## config.mk

```make
export PLATFORM = sky130hd
export DESIGN_NAME = bdn_ctrl
export DESIGN_NICKNAME = d
export VERILOG_FILES = /design/src/hdl/bdn_pkg.sv /design/src/hdl/bdn_ctrl.sv
export SDC_FILE = /design/constraint.sdc
export NUM_CORES = 1
export LEC_CHECK = 0
export BUFFER_PORTS_ARGS = -buffer_cell sky130_fd_sc_hd__clkbuf_2
export CORE_MARGIN = 2
export CORE_UTILIZATION = 48
export DETAILED_ROUTE_END_ITERATION = 16
export PLACE_DENSITY = 0.84
export SLEW_MARGIN = 20
export SYNTH_ARGS = -nofsm -noshare
export SYNTH_HDL_FRONTEND = slang
export SYNTH_SLANG_ARGS = --single-unit
```

## constraint.sdc

```tcl
create_clock -name i_clk -period 2.64 [get_ports i_clk]
set_input_delay 0.396 -clock i_clk [delete_from_list [all_inputs] [get_ports i_clk]]
set_output_delay 0.396 -clock i_clk [all_outputs]
set_load 0.005 [all_outputs]
```

## src/hdl/bdn_pkg.sv

```systemverilog
package bdn_pkg;

    localparam int MAX_BOXES = 64;
    localparam int IDX_W     = $clog2(MAX_BOXES);
    localparam int CNT_W     = IDX_W + 1;
    localparam int CRD_W     = 18;
    localparam int SCORE_W   = 16;
    localparam int LABEL_W   = 8;
    localparam int CFG_IDX_W = 8;

    // register indexes of the configuration port
    localparam logic [CFG_IDX_W-1:0] REG_SCORE_THR = 8'd0;
    localparam logic [CFG_IDX_W-1:0] REG_OVL_THR   = 8'd1;

    localparam logic [SCORE_W-1:0] SCORE_THR_RESET = 16'd26214;
    localparam logic [SCORE_W-1:0] OVL_THR_RESET   = 16'd32768;

    // cycles spent waiting on the overlap pipeline, minus one
    localparam logic [2:0] IOU_WAIT = 3'd4;

    typedef struct packed {
        logic signed [CRD_W-1:0] lt_x;
        logic signed [CRD_W-1:0] lt_y;
        logic signed [CRD_W-1:0] rb_x;
        logic signed [CRD_W-1:0] rb_y;
        logic [SCORE_W-1:0]      score;
        logic [LABEL_W-1:0]      label;
    } t_entry;

    typedef enum logic [1:0] {
        RD_K,
        RD_I,
        RD_J
    } t_rd_sel;

    typedef struct packed {
        logic    latch_in;
        logic    set_ovf;
        logic    k_load;
        logic    k_dec;
        logic    wr_rdata;
        logic    wr_new;
        t_rd_sel rd_sel;
        logic    i_clear;
        logic    i_inc;
        logic    load_a;
        logic    j_load;
        logic    j_inc;
        logic    set_sup;
        logic    emit_box;
        logic    emit_empty;
        logic    frame_clear;
    } t_cmd;

    typedef struct packed {
        logic keep;
        logic full;
        logic last;
        logic k_zero;
        logic rd_ge;
        logic i_end;
        logic i_sup;
        logic j_end;
        logic j_sup;
        logic hit;
        logic emitted;
    } t_stat;

endpackage

```

## src/hdl/bdn_ctrl.sv

```systemverilog
module bdn_ctrl import bdn_pkg::*; (
    input  logic  i_clk,
    input  logic  i_rst_n,
    input  logic  start,
    output logic  busy,
    input  t_stat i_stat,
    output t_cmd  o_cmd
);

    typedef enum logic [10:0] {
        S_IDLE      = 11'b000_0000_0001,
        S_ACC       = 11'b000_0000_0010,
        S_INS_RD    = 11'b000_0000_0100,
        S_INS_CMP   = 11'b000_0000_1000,
        S_INS_NEW   = 11'b000_0001_0000,
        S_OUT_RD    = 11'b000_0010_0000,
        S_OUT_LD    = 11'b000_0100_0000,
        S_PAIR_RD   = 11'b000_1000_0000,
        S_PAIR_WAIT = 11'b001_0000_0000,
        S_PAIR_UPD  = 11'b010_0000_0000,
        S_EMIT      = 11'b100_0000_0000
    } t_state;

    t_state     r_state, n_state;
    logic [2:0] r_wait, n_wait;

    assign busy = r_state != S_IDLE;

    always_ff @(posedge i_clk) begin
        if (!i_rst_n) begin
            r_state <= S_IDLE;
            r_wait  <= '0;
        end else begin
            r_state <= n_state;
            r_wait  <= n_wait;
        end
    end

    // next state and commands
    always_comb begin
        n_state      = r_state;
        n_wait       = r_wait;
        o_cmd        = '0;
        o_cmd.rd_sel = RD_J;
        case (r_state)
            S_IDLE: begin
                if (start) begin
                    o_cmd.latch_in = 1'b1;
                    n_state        = S_ACC;
                end
            end
            S_ACC: begin
                if (i_stat.keep && !i_stat.full) begin
                    o_cmd.k_load = 1'b1;
                    n_state      = S_INS_RD;
                end else begin
                    o_cmd.set_ovf = i_stat.keep;
                    if (i_stat.last) begin
                        o_cmd.i_clear = 1'b1;
                        n_state       = S_OUT_RD;
                    end else begin
                        n_state = S_IDLE;
                    end
                end
            end
            // walk down from the top, shifting lower scores up
            S_INS_RD: begin
                o_cmd.rd_sel = RD_K;
                n_state      = i_stat.k_zero ? S_INS_NEW : S_INS_CMP;
            end
            S_INS_CMP: begin
                if (i_stat.rd_ge) begin
                    n_state = S_INS_NEW;
                end else begin
                    o_cmd.wr_rdata = 1'b1;
                    o_cmd.k_dec    = 1'b1;
                    n_state        = S_INS_RD;
                end
            end
            S_INS_NEW: begin
                o_cmd.wr_new = 1'b1;
                if (i_stat.last) begin
                    o_cmd.i_clear = 1'b1;
                    n_state       = S_OUT_RD;
                end else begin
                    n_state = S_IDLE;
                end
            end
            // outer loop over sorted boxes
            S_OUT_RD: begin
                o_cmd.rd_sel = RD_I;
                if (i_stat.i_end) begin
                    o_cmd.emit_empty  = !i_stat.emitted;
                    o_cmd.frame_clear = 1'b1;
                    n_state           = S_IDLE;
                end else if (i_stat.i_sup) begin
                    o_cmd.i_inc = 1'b1;
                end else begin
                    n_state = S_OUT_LD;
                end
            end
            S_OUT_LD: begin
                o_cmd.load_a = 1'b1;
                o_cmd.j_load = 1'b1;
                n_state      = S_PAIR_RD;
            end
            // inner loop over later boxes
            S_PAIR_RD: begin
                if (i_stat.j_end) begin
                    n_state = S_EMIT;
                end else if (i_stat.j_sup) begin
                    o_cmd.j_inc = 1'b1;
                end else begin
                    n_wait  = IOU_WAIT;
                    n_state = S_PAIR_WAIT;
                end
            end
            S_PAIR_WAIT: begin
                if (r_wait == '0) begin
                    n_state = S_PAIR_UPD;
                end else begin
                    n_wait = r_wait - 3'd1;
                end
            end
            S_PAIR_UPD: begin
                o_cmd.set_sup = i_stat.hit;
                o_cmd.j_inc   = 1'b1;
                n_state       = S_PAIR_RD;
            end
            S_EMIT: begin
                o_cmd.emit_box = 1'b1;
                o_cmd.i_inc    = 1'b1;
                n_state        = S_OUT_RD;
            end
            default: begin
                n_state = S_IDLE;
            end
        endcase
    end

    a_accept_idle: assert property (@(posedge i_clk) disable iff (!i_rst_n)
        (start && !busy) |=> r_state == S_ACC)
        else $error("accepted item not taken into decode");

    a_one_emit: assert property (@(posedge i_clk) disable iff (!i_rst_n)
        !(o_cmd.emit_box && o_cmd.emit_empty))
        else $error("box and empty result in one cycle");

    a_wait_len: assert property (@(posedge i_clk) disable iff (!i_rst_n)
        (r_state == S_PAIR_UPD) |-> $past(r_state == S_PAIR_WAIT))
        else $error("overlap result used before pipeline drained");

endmodule

```

# Yosys cells after proc, flatten, opt, wreduce, memory -nomap -nowiden
# Cells that the tools add are included.
[op_classes]
add_sub_neg = 1
n_eq_ne = 19
n_mux = 38
n_reduce_logical = 8
[ops]
columns = ["op", "count"]
rows = [
  ["11-bit one-hot mux with 10 select lines", 1],
  ["11-bit 2-to-1 mux", 6],
  ["1-bit 2-to-1 mux", 13],
  ["2-bit 2-to-1 mux", 6],
  ["6-bit 2-to-1 mux", 2],
  ["11-bit by 1-bit == test with 1-bit output, second input constant", 1],
  ["11-bit by 10-bit == test with 1-bit output, second input constant", 1],
  ["11-bit == test, second input constant", 1],
  ["11-bit by 2-bit == test with 1-bit output, second input constant", 1],
  ["11-bit by 3-bit == test with 1-bit output, second input constant", 1],
  ["11-bit by 4-bit == test with 1-bit output, second input constant", 1],
  ["11-bit by 5-bit == test with 1-bit output, second input constant", 1],
  ["11-bit by 6-bit == test with 1-bit output, second input constant", 1],
  ["11-bit by 7-bit == test with 1-bit output, second input constant", 1],
  ["11-bit by 8-bit == test with 1-bit output, second input constant", 1],
  ["11-bit by 9-bit == test with 1-bit output, second input constant", 1],
  ["11-bit by 1-bit inequality test with 1-bit output, second input constant", 1],
  ["5-bit 2-to-1 mux", 2],
  ["2-bit inequality test, second input constant", 5],
  ["3-bit 2-to-1 mux", 3],
  ["4-bit AND reduction", 2],
  ["3-bit inequality test, second input constant", 2],
  ["1-bit one-hot mux with 2 select lines", 3],
  ["3-bit one-hot mux with 2 select lines", 1],
  ["7 further kinds", 8],
]
[word_totals]
register_bits = 14
input_bits = 14
out_inout_bits = 18
wordCells = 68

# Logic depth before layout (Yosys ltp)
# Gate-level depths: netlist (run 1).
[depth]
depth_word = 4
ltp_mapped = 6
ltp_nobuf = 6

# Least setup slack after synthesis (run 1)
# OpenSTA, ideal clock, no wires.
[synth_path]
path_kind = "register -> output"
from = "register r_state[9]"
to = "output port o_cmd[13] (netlist bit)"
arrival_time_ns = 1.624
required_ns = 2.244
slack_ns = 0.620
path_stages_with_launch = 6
n_path_buf = 2
cell_sequence = "dfxtp_1 -> clkbuf_1 -> nor3_1 -> nand2_1 -> nor4_1 -> buf_4"
[synth_rtl]
columns = ["element", "line_no", "rtl"]
rows = [
  ["from (decl)", "bdn_ctrl.sv:24", "t_state r_state, n_state;"],
  ["from (signal assigned)", "bdn_ctrl.sv:34", "r_state <= n_state;"],
  ["to (decl)", "bdn_ctrl.sv:7", "output t_cmd o_cmd"],
]

==> results.ini, run 1 <==
[placed_design]
place_inst = 181
pre_cts_ws_ns = 0.538
io_buffer_count = 31
gpl.final_weighted_congestion = 0.891
place.detailed.hpwl_um = 2000

[synthesis]
postSynth.topFlopCell = dfxtp_1
yosysUniqueCellTypes = 39
synth.yosys.seq_area_share = 0.283
yosys_register_bits = 14
synth_enable_flop_cells = 0
syn-mean-instance-area_um2 = 7.74
postSynthNetCount = 144
ys_async_sr_fraction = 0
yosysWarningCount = 0
syn_area_um2 = 991
netlist_instances = 128

[detailed_routing]
detail_route.drc_violations = 0
initial_drc_count = 54
wl_um = 2590
route.antenna.remaining_nets = 0
route.detailed.vias_per_inst = 5.87
detailedRoute.firstPassIterationCount = 4
wire_per_inst_um = 14.0
detailroute.via_count = 1086

[sta]
timing.setup.tns_ns = 0
timing.final.hold_violations = 0
maxClockFrequency_ghz = 0.408
setup_viol_count_final = 0
finalClockSkew_ns = 0.00133
period_needed_ns = 2.45
max_slew_margin = 0.603
finalWorstSetupSlack_ns = 0.188
layout_worst_path_cycle_share = 0.929
finalMaxSlewViolations = 0
setup_repair_after_global_routing_missed_its_margin = no
worst_pin_slew_ns = 0.589

[worst_setup_path]
critical_path.reg2reg.endpoint = r_wait[1]
timing.critical_path.required_ns = 2.24
cp-start-kind = register
r2r_cells = 5
worst_setup_path_startpoint = r_state[4]
reg2reg_slack_ns = 0.58
timing.critical_path.fanout_max = 9
crit-reg2reg-launch = r_state[2]
timing.setup.critical_path_class = register to output port
crit_path_end_kind = output port
crit_path_end = o_cmd[8]
worst-endpoint-arrival_ns = 2.06

[pwr]
power_leakage_uw = 0.000509
fin_total_pwr_uw = 500
power.density_nw_per_um2 = 421
peakVddDrop_uv = 257

[floorplanning]
dieArea_um2 = 2440
row_count = 16
floorplan.die.height_um = 49.4
ios = 32
core_area_um2 = 1960
initial_utilization = 0.505
die_w_um = 49.4

[global_routing]
met2_usage = 0.396
wire_length_of_the_first_global_routing_pass_um = 4310
grt_pass1_vias = 976
globalRoute.busiestLayer = met2
grt_antenna_before_repair = 0
global_route.usage.total = 0.227
grt_max_degree = 12
global_route.overflow_total = 0
global_routing_met3_resource_utilization = 0.0399
global_route.usage.met1 = 0.273

[final_layout]
synthToLayoutAreaGrowth_pct = 19.9
instances_no_fill = 185
nets = 175
antenna-diode-count = 0
drive_above_1_share = 0.291

[clock_network]
post_cts_hold_buffer_count = 0
clock_tree_from_tritoncts = done
max-clock-path-buffers = 2
cts_resized = 0
htreeDepth = 1
cts.sinks = 14
cts-buffers-inserted = 3
cts.repair_timing.setup_buffer_count = 0
cts.clk_slew.worst_paths_ns = 0.10
worst_skew_pair.late_latency_ns = 0.29
ctsRootBufferMaster = clkbuf_4

[worst_hold_path]
hold_start = i_stat[7]
holdCritPathClass = input port to register

[run_status]
run_status = finished clean

[job]
max_cap_viol_count = 0

## cell type report
| cell class | count | area (um2) |
|---|---|---|
| well taps | 27 | 33.8 |
| clock buffers | 4 | 36.3 |
| repair buffers | 35 | 185 |
| multi-input cells | 100 | 634 |
| flip-flops and latches | 14 | 280 |
| fillers | 198 | 773 |
| inverters | 5 | 18.8 |
## layer usage
metal | up-vias | wire length, um | part of all wire
li1 | 529 | - | -
met1 | 489 | 1090 | 0.42
met2 | 62 | 1270 | 0.49
met3 | 6 | 195 | 0.075
met4 | 0 | 40 | 0.015
met5 | - | 0 | 0
## through the flow
step | hold WS (ns) | area [um2] | utilization
6_report | 0.275 | 1190 | 0.606
3_3_place_gp | 0.482 | 1150 | 0.587
2_1_floorplan | 0.457 | 991 | -
4_1_cts | 0.275 | 1190 | 0.606
5_1_grt | 0.281 | 1190 | 0.606
3_5_place_dp | 0.491 | 1150 | 0.587
## worst max-delay path, cell delays in order, from the launching register on
cell,delay (ns)
dfxtp_1,0.39
or4_4,0.59
nor3_1,0.27
a2bb2o_1,0.22
and3_1,0.18
clkbuf_2,0.11
## power by group
part,switching [uW],internal [uW]
Sequential,8.85,218
Clock,84.7,84.2
Combinational,56.7,47.8
## cells in the mapped netlist, types with 2 or more instances
| library cell | number | area, um2 |
|---|---|---|
| a211oi_1 | 2 | 15.0 |
| a21oi_1 | 6 | 30.0 |
| and2_1 | 2 | 12.5 |
| and3_1 | 3 | 18.8 |
| buf_4 | 2 | 15.0 |
| buf_6 | 2 | 22.5 |
| clkbuf_1 | 4 | 15.0 |
| dfxtp_1 | 14 | 280 |
| ha_1 | 2 | 25.0 |
| inv_1 | 5 | 18.8 |
| mux2i_1 | 2 | 20.0 |
| nand2_1 | 5 | 18.8 |
| nand2b_1 | 5 | 31.3 |
| nand3_1 | 3 | 15.0 |
| nand3b_1 | 2 | 15.0 |
| nand4_1 | 5 | 31.3 |
| nor2_1 | 15 | 56.3 |
| nor2b_1 | 4 | 25.0 |
| nor3_1 | 7 | 35.0 |
| nor4_1 | 3 | 18.8 |
| nor4b_1 | 4 | 35.0 |
| o21a_1 | 4 | 30.0 |
| o21ai_0 | 6 | 30.0 |
| o22ai_1 | 2 | 12.5 |
| or3_1 | 3 | 18.8 |
| or4_4 | 3 | 33.8 |
## state kept, by name, indices dropped and copies added (netlist names)
register,cells
r_state,11
r_wait,3
## placed cells by master, fill, tap and decap left out, drive strengths merged, types with 3 or more instances in the layout
master  Yosys  final
or3         3      3
nand2       5      5
nand3       3      3
nor4        3      3
nor3        7      7
and3        3      3
clkbuf      5     35
o21a        4      4
nand2b      6      6
a21oi       6      6
o21ai       8      8
nor2b       4      4
buf         4      4
nor4b       4      4
dfxtp      14     14
nand4       5      5
or4         3      3
inv         5      5
nor2       15     15
## worst min-delay path by stage
stage          slack, ns  depth (start not counted)    endpoint
2_1_floorplan       0.46                          2   r_wait[2]
3_3_place_gp        0.48                          2   r_wait[2]
3_5_place_dp        0.49                          2   r_wait[2]
4_1_cts             0.28                          2  r_state[6]
5_1_grt             0.28                          2  r_state[6]
6_report            0.28                          2  r_state[3]
## logic make-up after synthesis
| family | share of synthesized area |
|---|---|
| AO/OA/AOI/OAI | 0.158 |
| XOR/XNOR | 0.00884 |
| adder cells (fa/ha/maj) | 0.0252 |
| buffers and inverters | 0.0770 |
| flip-flops | 0.283 |
| multiplexers | 0.0202 |
| AND/OR/NAND/NOR | 0.428 |
No activity file was read; power rests on OpenSTA's default activity.
==> inputs of run 2 (changes only) <==
- RECOVER_POWER: unset -> 25
==> run 2 against run 1 <==
Net effect: first-iteration DRC count decreased by 17%; sequential share of layout area increased by 0.30 points; register-to-register slack got worse by 0.21 ns; sequential power about the same; maximum frequency decreased by 2.4%; die area unchanged; largest cell class unchanged.
==> results.ini, run 2 (synthesized netlist as in run 1, its figures left out) <==
[worst_setup_path]
timing.critical_path.required_ns = 2.24  ; about the same
crit_path_end_kind = output port
crit-reg2reg-launch = r_state[2]
timing.critical_path.fanout_max = 9  ; unchanged
timing.critical_path.cells = or4_1 -> nor3_1 -> a2bb2o_1 -> and3_1 -> clkbuf_2
reg2reg_slack_ns = 0.37  ; -0.21 ns
cp_slowest_cell = or4_1
worst-endpoint-arrival_ns = 2.12  ; +0.06 ns
cp_slowest_stage_delay_ns = 0.62  ; +0.03 ns
timing.setup.critical_path_class = register to output port
cp.buffers_inverters = 1  ; unchanged
cp-start-kind = register
critical_path.reg2reg.endpoint = r_wait[1]
critical_path_depth = 5  ; unchanged
r2r_cells = 5  ; unchanged
critPathTopFamily = simple AND/OR/NAND/NOR gates

[pwr]
peakVddDrop_uv = 264  ; +2.4%
fin_total_pwr_uw = 494  ; -1.2%
power.density_nw_per_um2 = 421  ; about the same
power_leakage_uw = 0.000504  ; -0.86%

[global_routing]
grt_pass1_vias = 976  ; unchanged
global_route.usage.met1 = 0.273  ; unchanged
global_routing_met3_resource_utilization = 0.0399  ; unchanged
grt_antenna_before_repair = 0  ; unchanged
wire_length_of_the_first_global_routing_pass_um = 4310  ; unchanged
globalRoute.busiestLayer = met2
met2_usage = 0.396  ; unchanged
global_route.usage.total = 0.227  ; unchanged
grt_max_degree = 12  ; unchanged
global_route.overflow_total = 0  ; unchanged

[sta]
layout_worst_path_cycle_share = 0.952  ; +0.0229
timing.final.hold_violations = 0  ; unchanged
finalWorstSetupSlack_ns = 0.127  ; -0.0605 ns
maxClockFrequency_ghz = 0.398  ; -2.4%
worst_pin_slew_ns = 0.537  ; -0.0522 ns
finalMaxSlewViolations = 0  ; unchanged
finalClockSkew_ns = 0.00168  ; +0.000349 ns
timing.setup.tns_ns = 0  ; unchanged
period_needed_ns = 2.51  ; +0.0605 ns
max_slew_margin = 0.638  ; +0.0352
setup_viol_count_final = 0  ; unchanged
setup_repair_after_global_routing_missed_its_margin = no

[final_layout]
registers.top_by_ff_count = r_state
synthToLayoutAreaGrowth_pct = 18.4
layout.core_utilization = 0.598  ; -0.00765
largest_register_ffs = 11  ; unchanged
final_cell_mix = 31 x clkbuf_2, 15 x nor2_1, 14 x dfxtp_1
fill_cells = 203  ; +2.5%
reg.largest.list = r_state (11), r_wait (3)
final_common_cell = clkbuf_2
drive_above_1_share = 0.266  ; -0.0253
antenna-diode-count = 0  ; unchanged
nets = 175  ; unchanged

[clock_network]
worst_skew_pair.late_latency_ns = 0.29  ; about the same
cts.repair_timing.setup_buffer_count = 0  ; unchanged
htreeDepth = 1  ; unchanged
post_cts_hold_buffer_count = 0  ; unchanged
cts-buffers-inserted = 3  ; unchanged
cts.clk_slew.worst_paths_ns = 0.10  ; about the same
cts.sinks = 14  ; unchanged
max-clock-path-buffers = 2  ; unchanged
ctsRootBufferMaster = clkbuf_4
cts_resized = 0  ; unchanged
clock_tree_from_tritoncts = done

[worst_hold_path]
worstHoldEndpoint = r_state[6]
holdCritPathClass = input port to register
hold_start = i_stat[4]
min_path_cells = 2  ; unchanged

[floorplanning]
initial_utilization = 0.505  ; unchanged
dieArea_um2 = 2440  ; unchanged
die_w_um = 49.4  ; unchanged
ios = 32  ; unchanged
floorplan.die.height_um = 49.4  ; unchanged
row_count = 16  ; unchanged
core_area_um2 = 1960  ; unchanged

[detailed_routing]
route.antenna.remaining_nets = 0  ; unchanged
initial_drc_count = 45  ; -17%
detailedRoute.firstPassIterationCount = 4  ; unchanged
wire_per_inst_um = 14.0  ; unchanged
wl_um = 2590  ; unchanged
detail_route.drc_violations = 0  ; unchanged
route.detailed.vias_per_inst = 5.91  ; +0.74%
detailroute.via_count = 1094  ; +0.74%

[placed_design]
place.detailed.hpwl_um = 2000  ; unchanged
gpl.final_weighted_congestion = 0.891  ; unchanged
pre_cts_ws_ns = 0.538  ; unchanged
io_buffer_count = 31  ; unchanged

[run_status]
run_status = finished clean

[job]
max_cap_viol_count = 0  ; unchanged

[run 2: changes by cell type in the layout (fill, tap and decap cells not counted), sizes merged]
cell | previous run | this run
clkbuf | 35 | 36
buf | 4 | 3
[run 2: where the power goes]
group | total, uW | internal (uW) | switching [uW] | leakage (uW)
registers | 227 | 218 | 8.24 | 0.000113
clock network | 167 | 84.0 | 82.6 | 0.0000210
logic | 101 | 44.4 | 56.9 | 0.000370
[run 2: metal layers]
layer | wire, um | vias to the layer above
met5 | 0 | -
met4 | 27 | 0
met3 | 194 | 6
met2 | 1310 | 64
met1 | 1070 | 496
li1 | - | 528
[run 2: worst max-delay path by stage]
stage	to	slack [ns]	startpoint
3_3_place_gp	o_cmd[8]	0.62	r_state[4]
3_5_place_dp	o_cmd[8]	0.54	r_state[4]
4_1_cts	o_cmd[8]	0.21	r_state[4]
5_1_grt	o_cmd[1]	0.05	r_state[2]
2_1_floorplan	o_cmd[13]	0.62	r_state[9]
6_report	o_cmd[8]	0.13	r_state[4]
[run 2: worst register-to-register path, stage by stage (launching register included)]
cell and delay, ns:
dfxtp_1 0.40, or4_1 0.57, or4_4 0.59, o21ai_0 0.32, o22ai_1 0.13, and2_1 0.17
[run 2: area by class of cell]
| type | count | area, um2 | area share |
|---|---|---|---|
| repair buffers | 35 | 181 | 0.155 |
| flip-flops and latches | 14 | 280 | 0.239 |
| clock buffers | 4 | 36.3 | 0.0309 |
| multi-input cells | 100 | 623 | 0.531 |
| inverters | 5 | 18.8 | 0.0160 |
| well taps | 27 | 33.8 | 0.0288 |
[run 2: metrics by stage]
step / instances / hold WS, ns / area, um2
2_1_floorplan: 128 / 0.457 / 991
3_3_place_gp: 181 / 0.482 / 1150
3_5_place_dp: 181 / 0.491 / 1150
4_1_cts: 185 / 0.275 / 1190
5_1_grt: 185 / 0.281 / 1170
6_report: 185 / 0.280 / 1170
